==> src/rtl/longest_prefix_match_table_core_defines.svh <==
// Assertion macros shared by the prefix table RTL.
// Included by files that carry concurrent assertions; no other dependencies.
`ifndef LONGEST_PREFIX_MATCH_TABLE_CORE_DEFINES_SVH
`define LONGEST_PREFIX_MATCH_TABLE_CORE_DEFINES_SVH

// Property that must hold at every clock edge out of reset
`define LPM_ASSERT_ALWAYS(lbl, clk, rstn, prop, msg) \
  lbl: assert property (@(posedge clk) disable iff (!rstn) (prop)) \
    else $error(msg);

// Same-cycle implication
`define LPM_ASSERT_IMPL(lbl, clk, rstn, ante, cons, msg) \
  lbl: assert property (@(posedge clk) disable iff (!rstn) (ante) |-> (cons)) \
    else $error(msg);

// Next-cycle implication
`define LPM_ASSERT_NEXT(lbl, clk, rstn, ante, cons, msg) \
  lbl: assert property (@(posedge clk) disable iff (!rstn) (ante) |=> (cons)) \
    else $error(msg);

`endif

==> src/rtl/lpm_ram.sv <==
// Generic single-port-write, single-port-read RAM with registered read data.
// No dependencies.
`default_nettype none

module lpm_ram #(
  parameter int unsigned WIDTH = 8,
  parameter int unsigned DEPTH = 64,
  localparam int unsigned AW = (DEPTH > 1) ? $clog2(DEPTH) : 1
) (
  input  wire logic                 clk_i,
  input  wire logic                 we_i,
  input  wire logic [AW-1:0]        waddr_i,
  input  wire logic [WIDTH-1:0]     wdata_i,
  input  wire logic                 re_i,
  input  wire logic [AW-1:0]        raddr_i,
  output      logic [WIDTH-1:0]     rdata_o
);

  logic [WIDTH-1:0] mem [DEPTH];
  logic [WIDTH-1:0] rdata_q;

  // write port
  always_ff @(posedge clk_i) begin
    if (we_i) begin
      mem[waddr_i] <= wdata_i;
    end
  end

  // registered read port
  always_ff @(posedge clk_i) begin
    if (re_i) begin
      rdata_q <= mem[raddr_i];
    end
  end

  assign rdata_o = rdata_q;

endmodule

`default_nettype wire

==> config.mk <==
export PLATFORM = sky130hd
export DESIGN_NAME = lpm_ram
export DESIGN_NICKNAME = d
export VERILOG_FILES = /design/src/rtl/longest_prefix_match_table_core_defines.svh /design/src/rtl/lpm_ram.sv
export SDC_FILE = /design/constraint.sdc
export NUM_CORES = 1
export LEC_CHECK = 0
export BUFFER_PORTS_ARGS = -buffer_cell sky130_fd_sc_hd__buf_4
export CAP_MARGIN = 40
export CELL_PAD_IN_SITES_DETAIL_PLACEMENT = 1
export CELL_PAD_IN_SITES_GLOBAL_PLACEMENT = 1
export CORE_MARGIN = 5
export CORE_UTILIZATION = 56
export CTS_CLUSTER_DIAMETER = 80
export DETAILED_ROUTE_END_ITERATION = 8
export PLACE_DENSITY_LB_ADDON = 0.1
export RECOVER_POWER = 50
export SYNTH_ARGS = -nofsm -noshare
export SYNTH_HDL_FRONTEND = slang
export SYNTH_SLANG_ARGS = --single-unit
==> constraint.sdc <==
create_clock -name clk_i -period 3.2 [get_ports clk_i]
set_input_delay 0.64 -clock clk_i [delete_from_list [all_inputs] [get_ports clk_i]]
set_output_delay 0.64 -clock clk_i [all_outputs]
set_load 0.03 [all_outputs]
== After elaboration in Yosys (flattened, before gate mapping) ==
Memories as Yosys holds them, arrays and structs flattened. A register that Yosys moved wholly into a read port is not among the register bits.
Cells that the tools add are included.

* Register bits: 0
* Memory bits (writable): 512
* Input port bits: 23
* Output and inout port bits: 8
* Logic and storage cells: 3
* Memories: 1

{| class="wikitable"
|+ Memory list
! memory !! depth !! width !! rd ports !! clocked after Yosys merged registers in !! wr ports !! line !! text
|-
| mem || 64 || 8 || 1 || 1 || 1 || lpm_ram.sv:19 || <nowiki>logic [WIDTH-1:0] mem [DEPTH];</nowiki>
|}

* Muxes and demuxes: 2

{| class="wikitable"
|+ Operator list
! kind !! count
|-
| $mux 1 || 2
|}

== Longest topological paths before layout ==
Gate-level depths: netlist of the first run.

* Depth in word-level cells: 2
* Depth in mapped cells: 9
* Depth with buffers taken out: 5

== Least setup slack after synthesis of the first run ==
Ideal clock, no wire load.

* Kind: input -> register
* Start point: input port raddr_i[1]
* End point: register rdata_q[3], in the netlist rdata_o[3] (read register of mem), data pin
* Arrival time: 2180 ps
* Data required time: 2934 ps
* Slack: 754 ps
* Stages on the path: 7
* Buffers on the path: 3
* Cell sequence: buf_4 -> buf_2 -> buf_2 -> mux4_2 -> mux4_2 -> o21ai_1 -> o41ai_1

{| class="wikitable"
|+ RTL lines
! item !! line !! text
|-
| from (decl) || lpm_ram.sv:15 || <nowiki>input wire logic [AW-1:0] raddr_i,</nowiki>
|-
| to (decl) || lpm_ram.sv:20 || <nowiki>logic [WIDTH-1:0] rdata_q;</nowiki>
|}

== Worst setup path after layout of the first run ==
* Start point: input port wdata_i[7]
* End point: memory mem[42][7], data pin

{| class="wikitable"
|+ RTL lines
! item !! line !! text
|-
| from (decl) || lpm_ram.sv:13 || <nowiki>input wire logic [WIDTH-1:0] wdata_i,</nowiki>
|-
| to (decl) || lpm_ram.sv:19 ||
|}

Straight into the memory's write port.

==> results of run 1 <==
## power by group through the flow
stage	sequential, mW	clock [mW]	combinational [mW]
global placement	7.72	0	0.715
finish	7.59	5.85	0.739
CTS	7.58	5.96	0.750
floorplan	7.73	0	0.402
detailed placement	7.72	0	0.746
global route	7.58	6.30	0.781
## cells in the final DEF, fill, tap and decap left out, drive strengths merged, types with 5 or more instances in the layout
cell	netlist	layout
nand2	19	19
bufinv	0	5
nand3	13	13
clkinv	0	21
mux2	13	13
o22ai	8	8
nand2b	7	7
nor2	83	83
buf	34	104
a221oi	6	6
o221ai	8	8
nor3	7	7
nor2b	14	14
mux2i	23	23
mux4	126	126
clkbuf	17	74
edfxtp	520	520
## registers in the layout, summed over array words and instances (netlist names)
name,flops
mem,512
rdata_o,8
## kinds of logic after synthesis
group                  after synthesis
DFF                                520
and+or+nand+nor                    153
muxes                              162
AOI/OAI and AO/OA                   54
buffers and inverters               51
## tightest hold or removal path: stages
cell	delay (ns)
buf_4	0.19
nand3_1	0.10
o32ai_1	0.06
## path summary, 6_finish.rpt
kind                        startpoint              endpoint  slack, ns  cells after the start
hold / removal              raddr_i[5]  rdata_o[4]$_DFFE_PP_       0.61                      3
setup / recovery            wdata_i[7]  mem[42][7]$_DFFE_PP_       0.53                      1
setup reg to reg  mem[28][4]$_DFFE_PP_  rdata_o[4]$_DFFE_PP_       0.92                      5
hold reg to reg   mem[23][1]$_DFFE_PP_  rdata_o[1]$_DFFE_PP_       0.94                      4
## layer usage
layer | routed length, um | GRT usage (%) | vias up
li1 | - | - | 4166
met1 | 20500 | 35.3 | 5397
met2 | 24000 | 39.9 | 407
met3 | 3300 | 4.59 | 83
met4 | 1320 | 7.47 | 0
met5 | 0 | 0 | -
## stage by stage
stage | total power, mW | hold slack [ns]
after detailed placement | 8.47 | 0.932
after global routing | 14.7 | 0.605
final | 14.2 | 0.614
after global placement | 8.43 | 0.903
after floorplan | 8.13 | 0.739
after CTS | 14.3 | 0.397
## cell type report
class	count	area (um2)
clock buffers	61	1360
clock inverters	27	255
fillers	2879	12600
multi-input cells	369	4320
flip-flops and latches	520	15600
well taps	461	577
repair buffers	117	923
==> results.py, run 1 <==
metrics = {
    "run_status": {
        "status": "finished, violations left",
        "violations": "capacitance limit, slew limit",
    },
    "synthesis": {
        "synth_most_common_cell": "edfxtp_1",
        "ys_ff_latch": 520,
        "synthAdderAreaFrac_pct": 0,
        "yosys-top-cells-count": "520 x edfxtp_1, 126 x mux4_2, 83 x nor2_1, 23 x mux2i_1, 19 x nand2_1",
        "synthFlopType": "edfxtp_1",
        "syn_avg_cell_area_um2": 21.5,
        "yosysWarnings": 0,
        "yosys.area_share.simple_pct": 3.37,
        "ys_top_cells_by_area": "edfxtp_1 77%, mux4_2 14%, nor2_1 1.5%, mux2i_1 1.1%, mux2_2 0.72%",
        "synth_cell_types": 39,
        "synth_nets": 963,
        "yosys.area.top_type": "edfxtp_1",
        "synth_cells": 940,
        "async_flop_share_pct": 0,
        "synth_compound_area_share_pct": 2.06,
        "synth_xor_area_share_pct": 0,
        "synth-seq-area-share_pct": 77.1,
        "synth_edf_count": 520,
        "synth_top_family_by_area": "multiplexers",
        "synth.cell_area_um2": 20200,
        "synth_top_area_share_pct": 77.1,
        "synth.area.mux_share_pct": 15.9,
    },
    "clocking": {
        "post_cts_buffers": 0,
        "clock-sinks": 520,
        "cts_root_buf": "clkbuf_16",
        "cts_tree": "built",
        "ctsResizeCount": 0,
        "cts_made_buffers": 51,
        "clk_pin_slew_ns": 0.06,
        "postCtsHoldBufs": 0,
        "cts_buffer_depth": 3,
        "clkLatencyLatePin_ns": 0.58,
        "htreeDepth": 2,
    },
    "worst_setup_path": {
        "crit_buf_inv": 1,
        "path_class": "in -> reg",
        "slowest_stage": "clkbuf_1",
        "crit_path_end_kind": "flop",
        "crit_family": "buffers and inverters",
        "start_kind": "input port",
        "path_cells": "clkbuf_1",
        "slowest_delay_ns": 1.97,
        "critPathMaxFanout": 64,
        "arrival_ns": 2.64,
        "cp.required_ns": 3.16,
    },
    "power": {
        "pwr-share-clk_pct": 41.3,
        "pwr-share-comb_pct": 5.2,
        "intPower_mw": 11.2,
        "p_per_area_nw_per_um2": 615,
        "swShare_pct": 20.7,
        "power.switching_mw": 2.93,
        "ir_worst_vdd_mv": 0.611,
        "seq_power_share_pct": 53.5,
        "p_leak_nw": 7.36,
    },
    "worst_hold_path": {
        "min-delay-path-class": "in -> reg",
    },
    "timing": {
        "finClkSkew_ns": 0.0155,
        "setup_ws_ns": 0.525,
        "period_share_pct": 83.6,
        "tns_ns": 0,
        "setup_violations": 0,
        "fmax_mhz": 374,
        "finalMaxSlewViolations": 130,
        "slew_headroom_pct": -88.5,
        "fin_crit_ns": 2.67,
        "tightest_slew_ns": 2.83,
        "final_hold_viol_count": 0,
        "rsz0062_at_grt": "false",
    },
    "floorplanning": {
        "rows": 69,
        "die_w_um": 200,
        "start_util_pct": 56.8,
        "core_area_um2": 35700,
        "die-area_um2": 40100,
        "io-pin-count": 31,
        "die_y_um": 200,
    },
    "routing": {
        "drc": 0,
        "vias_per_cell": 6.46,
        "vias": 10100,
        "drtPass1Iterations": 5,
        "antenna_left": 0,
        "drt_wl_total_um": 49100,
        "wl_per_cell_um": 31.6,
        "drtIter0Drc": 1053,
    },
    "grt": {
        "grt_pass1_wl_um": 73000,
        "antenna_found_initial": 0,
        "grt_max_degree": 65,
        "grt_pass1_vias": 10800,
        "grt_util_all_layers_pct": 24.7,
        "gr-total-overflow": 0,
    },
    "cells_and_area": {
        "drive_above_1_share_pct": 29.6,
        "syn_to_final_growth_pct": 13.8,
        "final_cells": 1555,
        "final_util_pct": 64.6,
        "fin_area_um2": 23000,
        "fin_nets": 1082,
        "antennaDiodeCount": 0,
    },
    "placement": {
        "pre_cts_ws_ns": 0.0331,
        "place_area_um2": 21500,
        "place.port_buffers": 30,
        "gp_congestion": 0.808,
        "dp_hpwl_um": 30900,
        "dpl.cell_count": 1467,
    },
    "job": {
        "maxCapViolations": 2,
    },
}
Power figures use the tool's default switching activity.
==> run 2: changes to the inputs <==
--- a/config.mk
+++ b/config.mk
@@ -10,7 +10,7 @@
 export CELL_PAD_IN_SITES_DETAIL_PLACEMENT = 1
 export CELL_PAD_IN_SITES_GLOBAL_PLACEMENT = 1
 export CORE_MARGIN = 5
-export CORE_UTILIZATION = 56
+export CORE_UTILIZATION = 50
 export CTS_CLUSTER_DIAMETER = 80
 export DETAILED_ROUTE_END_ITERATION = 8
 export PLACE_DENSITY_LB_ADDON = 0.1
==> constraint.sdc (replaced) <==
create_clock -name clk_i -period 2.3 [get_ports clk_i]
set_input_delay 0.46 -clock clk_i [delete_from_list [all_inputs] [get_ports clk_i]]
set_output_delay 0.46 -clock clk_i [all_outputs]
set_load 0.03 [all_outputs]
==> results.py, run 2 (synthesis results as in run 1) <==
metrics = {
    "worst_hold_path": {
        "min_from": "raddr_i[5]",
        "hold_end": "rdata_o[5]$_DFFE_PP_",
        "min-delay-path-class": "in -> reg",
        "min_path_cells": 2,
    },
    "grt": {
        "grt_max_degree": 65,
        "grt_util_all_layers_pct": 22.9,
        "grt_pass1_vias": 11000,
        "gr-usage-met3_pct": 3.71,
        "grt-busiest-layer": "met2",
        "antenna_found_initial": 0,
        "gr-total-overflow": 0,
        "use_met2_pct": 37.2,
        "grt_pass1_wl_um": 74500,
        "use_met1_pct": 32.8,
    },
    "run_status": {
        "status": "finished, violations left",
        "violations": "capacitance limit, slew limit",
    },
    "floorplanning": {
        "start_util_pct": 50.7,
        "rows": 73,
        "die_y_um": 211,
        "die-area_um2": 44600,
        "core_area_um2": 39900,
        "io-pin-count": 31,
        "die_w_um": 211,
    },
    "routing": {
        "drtPass1Iterations": 5,
        "drt_wl_total_um": 49800,
        "antenna_left": 0,
        "vias_per_cell": 6.01,
        "wl_per_cell_um": 29.7,
        "drtIter0Drc": 909,
        "drc": 0,
        "vias": 10100,
    },
    "timing": {
        "rsz0062_at_grt": "false",
        "slew_headroom_pct": -2.84,
        "tightest_slew_ns": 1.54,
        "period_share_pct": 95.7,
        "fin_crit_ns": 2.20,
        "finClkSkew_ns": 0.0163,
        "finalMaxSlewViolations": 65,
        "final_hold_viol_count": 0,
        "tns_ns": 0,
        "fmax_mhz": 454,
        "setup_violations": 0,
    },
    "clocking": {
        "htreeDepth": 2,
        "clkLatencyLatePin_ns": 0.59,
        "clock-sinks": 520,
        "cts_root_buf": "clkbuf_16",
        "cts_buffer_depth": 3,
        "post_cts_buffers": 0,
        "cts_tree": "built",
        "cts_made_buffers": 53,
        "clk_pin_slew_ns": 0.07,
    },
    "job": {
        "maxCapViolations": 1,
    },
    "worst_setup_path": {
        "slowest_stage": "mux4_2",
        "r2r_setup_slack_ns": 0.1,
        "reg2reg_from": "mem[20][6]$_DFFE_PP_",
        "path_class": "reg -> reg",
        "crit_buf_inv": 1,
        "arrival_ns": 2.52,
        "start_kind": "flop",
        "critPathMaxFanout": 1,
        "cp.required_ns": 2.62,
        "crit_family": "multiplexers",
        "r2r_cells": 6,
        "slowest_delay_ns": 0.49,
        "path_cells": "mux4_2 -> mux2_2 -> o221a_2 -> nor3_2 -> buf_4 -> o32ai_1",
        "r2r_end": "rdata_o[6]$_DFFE_PP_",
        "crit_path_end_kind": "flop",
    },
    "power": {
        "p_leak_nw": 7.75,
        "ir_worst_vdd_mv": 0.691,
        "p_per_area_nw_per_um2": 860,
    },
    "placement": {
        "place.port_buffers": 30,
        "dpl.cell_count": 1588,
        "dp_hpwl_um": 32300,
        "gp_congestion": 0.851,
    },
    "cells_and_area": {
        "largest_register_ffs": 512,
        "final_cell_mix": "520 x edfxtp_1, 152 x buf_4, 126 x mux4_2",
        "final_cells": 1679,
        "syn_to_final_growth_pct": 17.4,
        "drive_above_1_share_pct": 33.8,
        "antennaDiodeCount": 0,
        "fin_nets": 1141,
        "top_register": "mem",
        "layout_commonest_cell": "edfxtp_1",
    },
}
[run 2: cell types whose count changed in the layout (fill, tap and decap cells not counted)]
cell	previous run	this run
clkbuf_2	7	8
inv_6	0	2
bufinv_16	5	10
clkinv_1	9	7
buf_4	98	152
clkbuf_1	13	10
buf_12	6	10
clkinv_2	11	10
nor3_1	7	6
nor3_2	0	1
[run 2: metrics by stage]
step	util (%)	total power, mW	setup slack [ns]	instance area, um2	hold slack, ns
4_1_cts	59.6	20.6	0.0697	23800	0.198
6_report	59.5	20.4	0.0986	23800	0.384
5_1_grt	59.5	21.2	0.0329	23800	0.362
3_3_place_gp	55.2	11.8	-0.405	22000	0.810
2_1_floorplan	-	11.3	0.0337	20200	0.559
3_5_place_dp	55.2	11.9	-0.482	22000	0.820
[run 2: what timing repair did]
item,4_1_cts,5_1_grt
resized for setup,1,0
hold buffers,0,0
setup endpoints to repair,1,0
[run 2: report_power, final]
group	internal, mW	switching, mW
logic	0.449	0.660
clock network	5.32	3.46
registers	10.5	0.0351
total	16.3	4.15
[run 2: area by class of cell]
| class | count | area [um2] |
|---|---|---|
| clock buffers | 60 | 1350 |
| clock inverters | 31 | 410 |
| fillers | 3331 | 16200 |
| multi-input cells | 369 | 4320 |
| flip-flops and latches | 520 | 15600 |
| well taps | 525 | 657 |
| repair buffers | 174 | 1410 |
[run 2: routing by layer]
layer,vias up,part of all wire (%)
li1,4278,-
met1,5388,42
met2,340,49
met3,86,5.9
met4,0,2.7
met5,-,0
[run 2: worst max-delay path by stage]
stage | end | start | cells past startpoint
CTS | rdata_o[6]$_DFFE_PP_ | mem[20][6]$_DFFE_PP_ | 6
global placement | rdata_o[6]$_DFFE_PP_ | raddr_i[0] | 7
global route | rdata_o[6]$_DFFE_PP_ | mem[21][6]$_DFFE_PP_ | 6
finish | rdata_o[6]$_DFFE_PP_ | mem[20][6]$_DFFE_PP_ | 6
floorplan | rdata_o[3]$_DFFE_PP_ | raddr_i[1] | 7
detailed placement | rdata_o[5]$_DFFE_PP_ | raddr_i[0] | 7
==> run 3: changes to the inputs <==
--- a/config.mk
+++ b/config.mk
@@ -10,7 +10,8 @@
 export CELL_PAD_IN_SITES_DETAIL_PLACEMENT = 1
 export CELL_PAD_IN_SITES_GLOBAL_PLACEMENT = 1
 export CORE_MARGIN = 5
-export CORE_UTILIZATION = 50
+export CORE_UTILIZATION = 52
+export CTS_BUF_LIST = sky130_fd_sc_hd__clkbuf_8
 export CTS_CLUSTER_DIAMETER = 80
 export DETAILED_ROUTE_END_ITERATION = 8
 export PLACE_DENSITY_LB_ADDON = 0.1
==> results.py, run 3 (synthesis results as in run 1) <==
metrics = {
    "worst_hold_path": {
        "min-delay-path-class": "in -> reg",
        "min_path_cells": 3,
    },
    "grt": {
        "grt_pass1_vias": 11100,
        "grt_pass1_wl_um": 72100,
        "antenna_found_initial": 1,
        "grt_max_degree": 65,
        "gr-total-overflow": 0,
        "grt_util_all_layers_pct": 22.6,
    },
    "floorplanning": {
        "die_w_um": 207,
        "die_y_um": 207,
        "io-pin-count": 31,
        "die-area_um2": 43000,
        "start_util_pct": 52.5,
        "rows": 72,
        "core_area_um2": 38600,
    },
    "worst_setup_path": {
        "cp.required_ns": 2.66,
        "path_class": "reg -> reg",
        "slowest_stage": "mux4_2",
        "crit_path_end_kind": "flop",
        "r2r_setup_slack_ns": 0.15,
        "path_cells": "mux4_2 -> mux2_2 -> o221a_2 -> nor3_1 -> buf_4 -> o32ai_1",
        "critPathMaxFanout": 1,
        "critical_path_depth": 6,
        "start_kind": "flop",
        "arrival_ns": 2.51,
        "crit_buf_inv": 1,
        "slowest_delay_ns": 0.46,
        "r2r_cells": 6,
        "crit_family": "multiplexers",
    },
    "clocking": {
        "cts_buffer_depth": 3,
        "cts_root_buf": "clkbuf_8",
        "clk_pin_slew_ns": 0.06,
        "postCtsHoldBufs": 0,
        "clkLatencyLatePin_ns": 0.62,
        "ctsResizeCount": 0,
        "clock-sinks": 520,
        "cts_made_buffers": 81,
        "htreeDepth": 3,
        "cts_tree": "built",
        "post_cts_buffers": 0,
    },
    "power": {
        "ir_worst_vdd_mv": 0.516,
        "p_per_area_nw_per_um2": 794,
        "total_power_mw": 18.4,
        "p_leak_nw": 7.60,
    },
    "timing": {
        "tightest_slew_ns": 1.48,
        "timing.hold.ws_ns": 0.335,
        "tns_ns": 0,
        "slew_headroom_pct": 1.45,
        "final_hold_viol_count": 0,
        "finClkSkew_ns": 0.0235,
        "setup_ws_ns": 0.145,
        "setup_violations": 0,
        "finalMaxSlewViolations": 0,
        "fin_crit_ns": 2.15,
        "period_share_pct": 93.7,
        "rsz0062_at_grt": "false",
        "fmax_mhz": 464,
    },
    "routing": {
        "drt_wl_total_um": 48000,
        "vias": 10200,
        "wl_per_cell_um": 28.1,
        "vias_per_cell": 5.96,
        "drtPass1Iterations": 5,
        "antenna_left": 0,
        "drtIter0Drc": 822,
        "drc": 0,
    },
    "cells_and_area": {
        "ff_latch_area_um2": 15600,
        "final_cell_mix": "520 x edfxtp_1, 145 x buf_4, 126 x mux4_2",
        "top_register": "mem",
        "largest_register_ffs": 512,
        "syn_to_final_growth_pct": 14.8,
        "layout_commonest_cell": "edfxtp_1",
        "multi_input_comb_area_um2": 4320,
        "fin_nets": 1158,
        "fill_cells": 3351,
        "final_util_pct": 60.3,
        "drive_above_1_share_pct": 33.5,
        "antennaDiodeCount": 0,
    },
    "placement": {
        "place.port_buffers": 30,
        "pre_cts_ws_ns": -0.506,
        "dp_hpwl_um": 30400,
        "gp_congestion": 0.846,
    },
    "job": {
        "maxCapViolations": 0,
    },
    "run_status": {
        "status": "finished clean",
    },
}
## run 3: cell types whose count changed in the layout (fill, tap and decap cells not counted), moves of 2 or more
cell        before  now
buf_12          10    6
inv_1            0   23
buf_4          152  145
clkinv_1         7   17
bufinv_16       10    1
clkbuf_16       53    0
clkinvlp_4       1    3
clkbuf_8         1   84
clkbuf_1        10    3
inv_6            2    0
## run 3: metal layers
metal,wire [um],vias to the layer above,GRT usage (%),share of wire (%)
met4,1300,2,7.50,2.7
met3,2970,88,4.91,6.2
met1,20500,5460,31.9,43
li1,-,4323,-,-
met5,13,-,0,0.027
met2,23200,304,35.8,48
## run 3: report_power, final
group | internal (mW) | switching, mW
Sequential | 10.5 | 0.0308
Combinational | 0.431 | 0.641
Clock | 3.44 | 3.38
## run 3: path summary, 6_finish.rpt
path / from / endpoint
max: mem[16][4]$_DFFE_PP_ / rdata_o[4]$_DFFE_PP_
min: raddr_i[5] / rdata_o[0]$_DFFE_PP_
max reg2reg: mem[16][4]$_DFFE_PP_ / rdata_o[4]$_DFFE_PP_
min reg2reg: mem[31][4]$_DFFE_PP_ / rdata_o[4]$_DFFE_PP_
## run 3: final cells by class
cell class | count | share of cell area (%)
Multi-Input combinational cell | 369 | 18.6
Tap cell | 518 | 2.79
Clock inverter | 54 | 1.09
Sequential cell | 520 | 67.2
Timing Repair Buffer | 163 | 5.48
Clock buffer | 83 | 4.91
## run 3: worst register-to-register path, delay by kind of cell (launching register included)
kind / cells / cell delay (ns)
and+or+nand+nor: 1 / 0.22
buffers and inverters: 1 / 0.16
muxes: 2 / 0.77
AOI/OAI and AO/OA: 2 / 0.37
DFF: 1 / 0.38
## run 3: per-stage QoR
stage	cells	cell area [um2]
after floorplan	940	20200
after global placement	1570	21900
after detailed placement	1570	21900
after CTS	1707	23300
after global routing	1707	23200
final	1707	23200
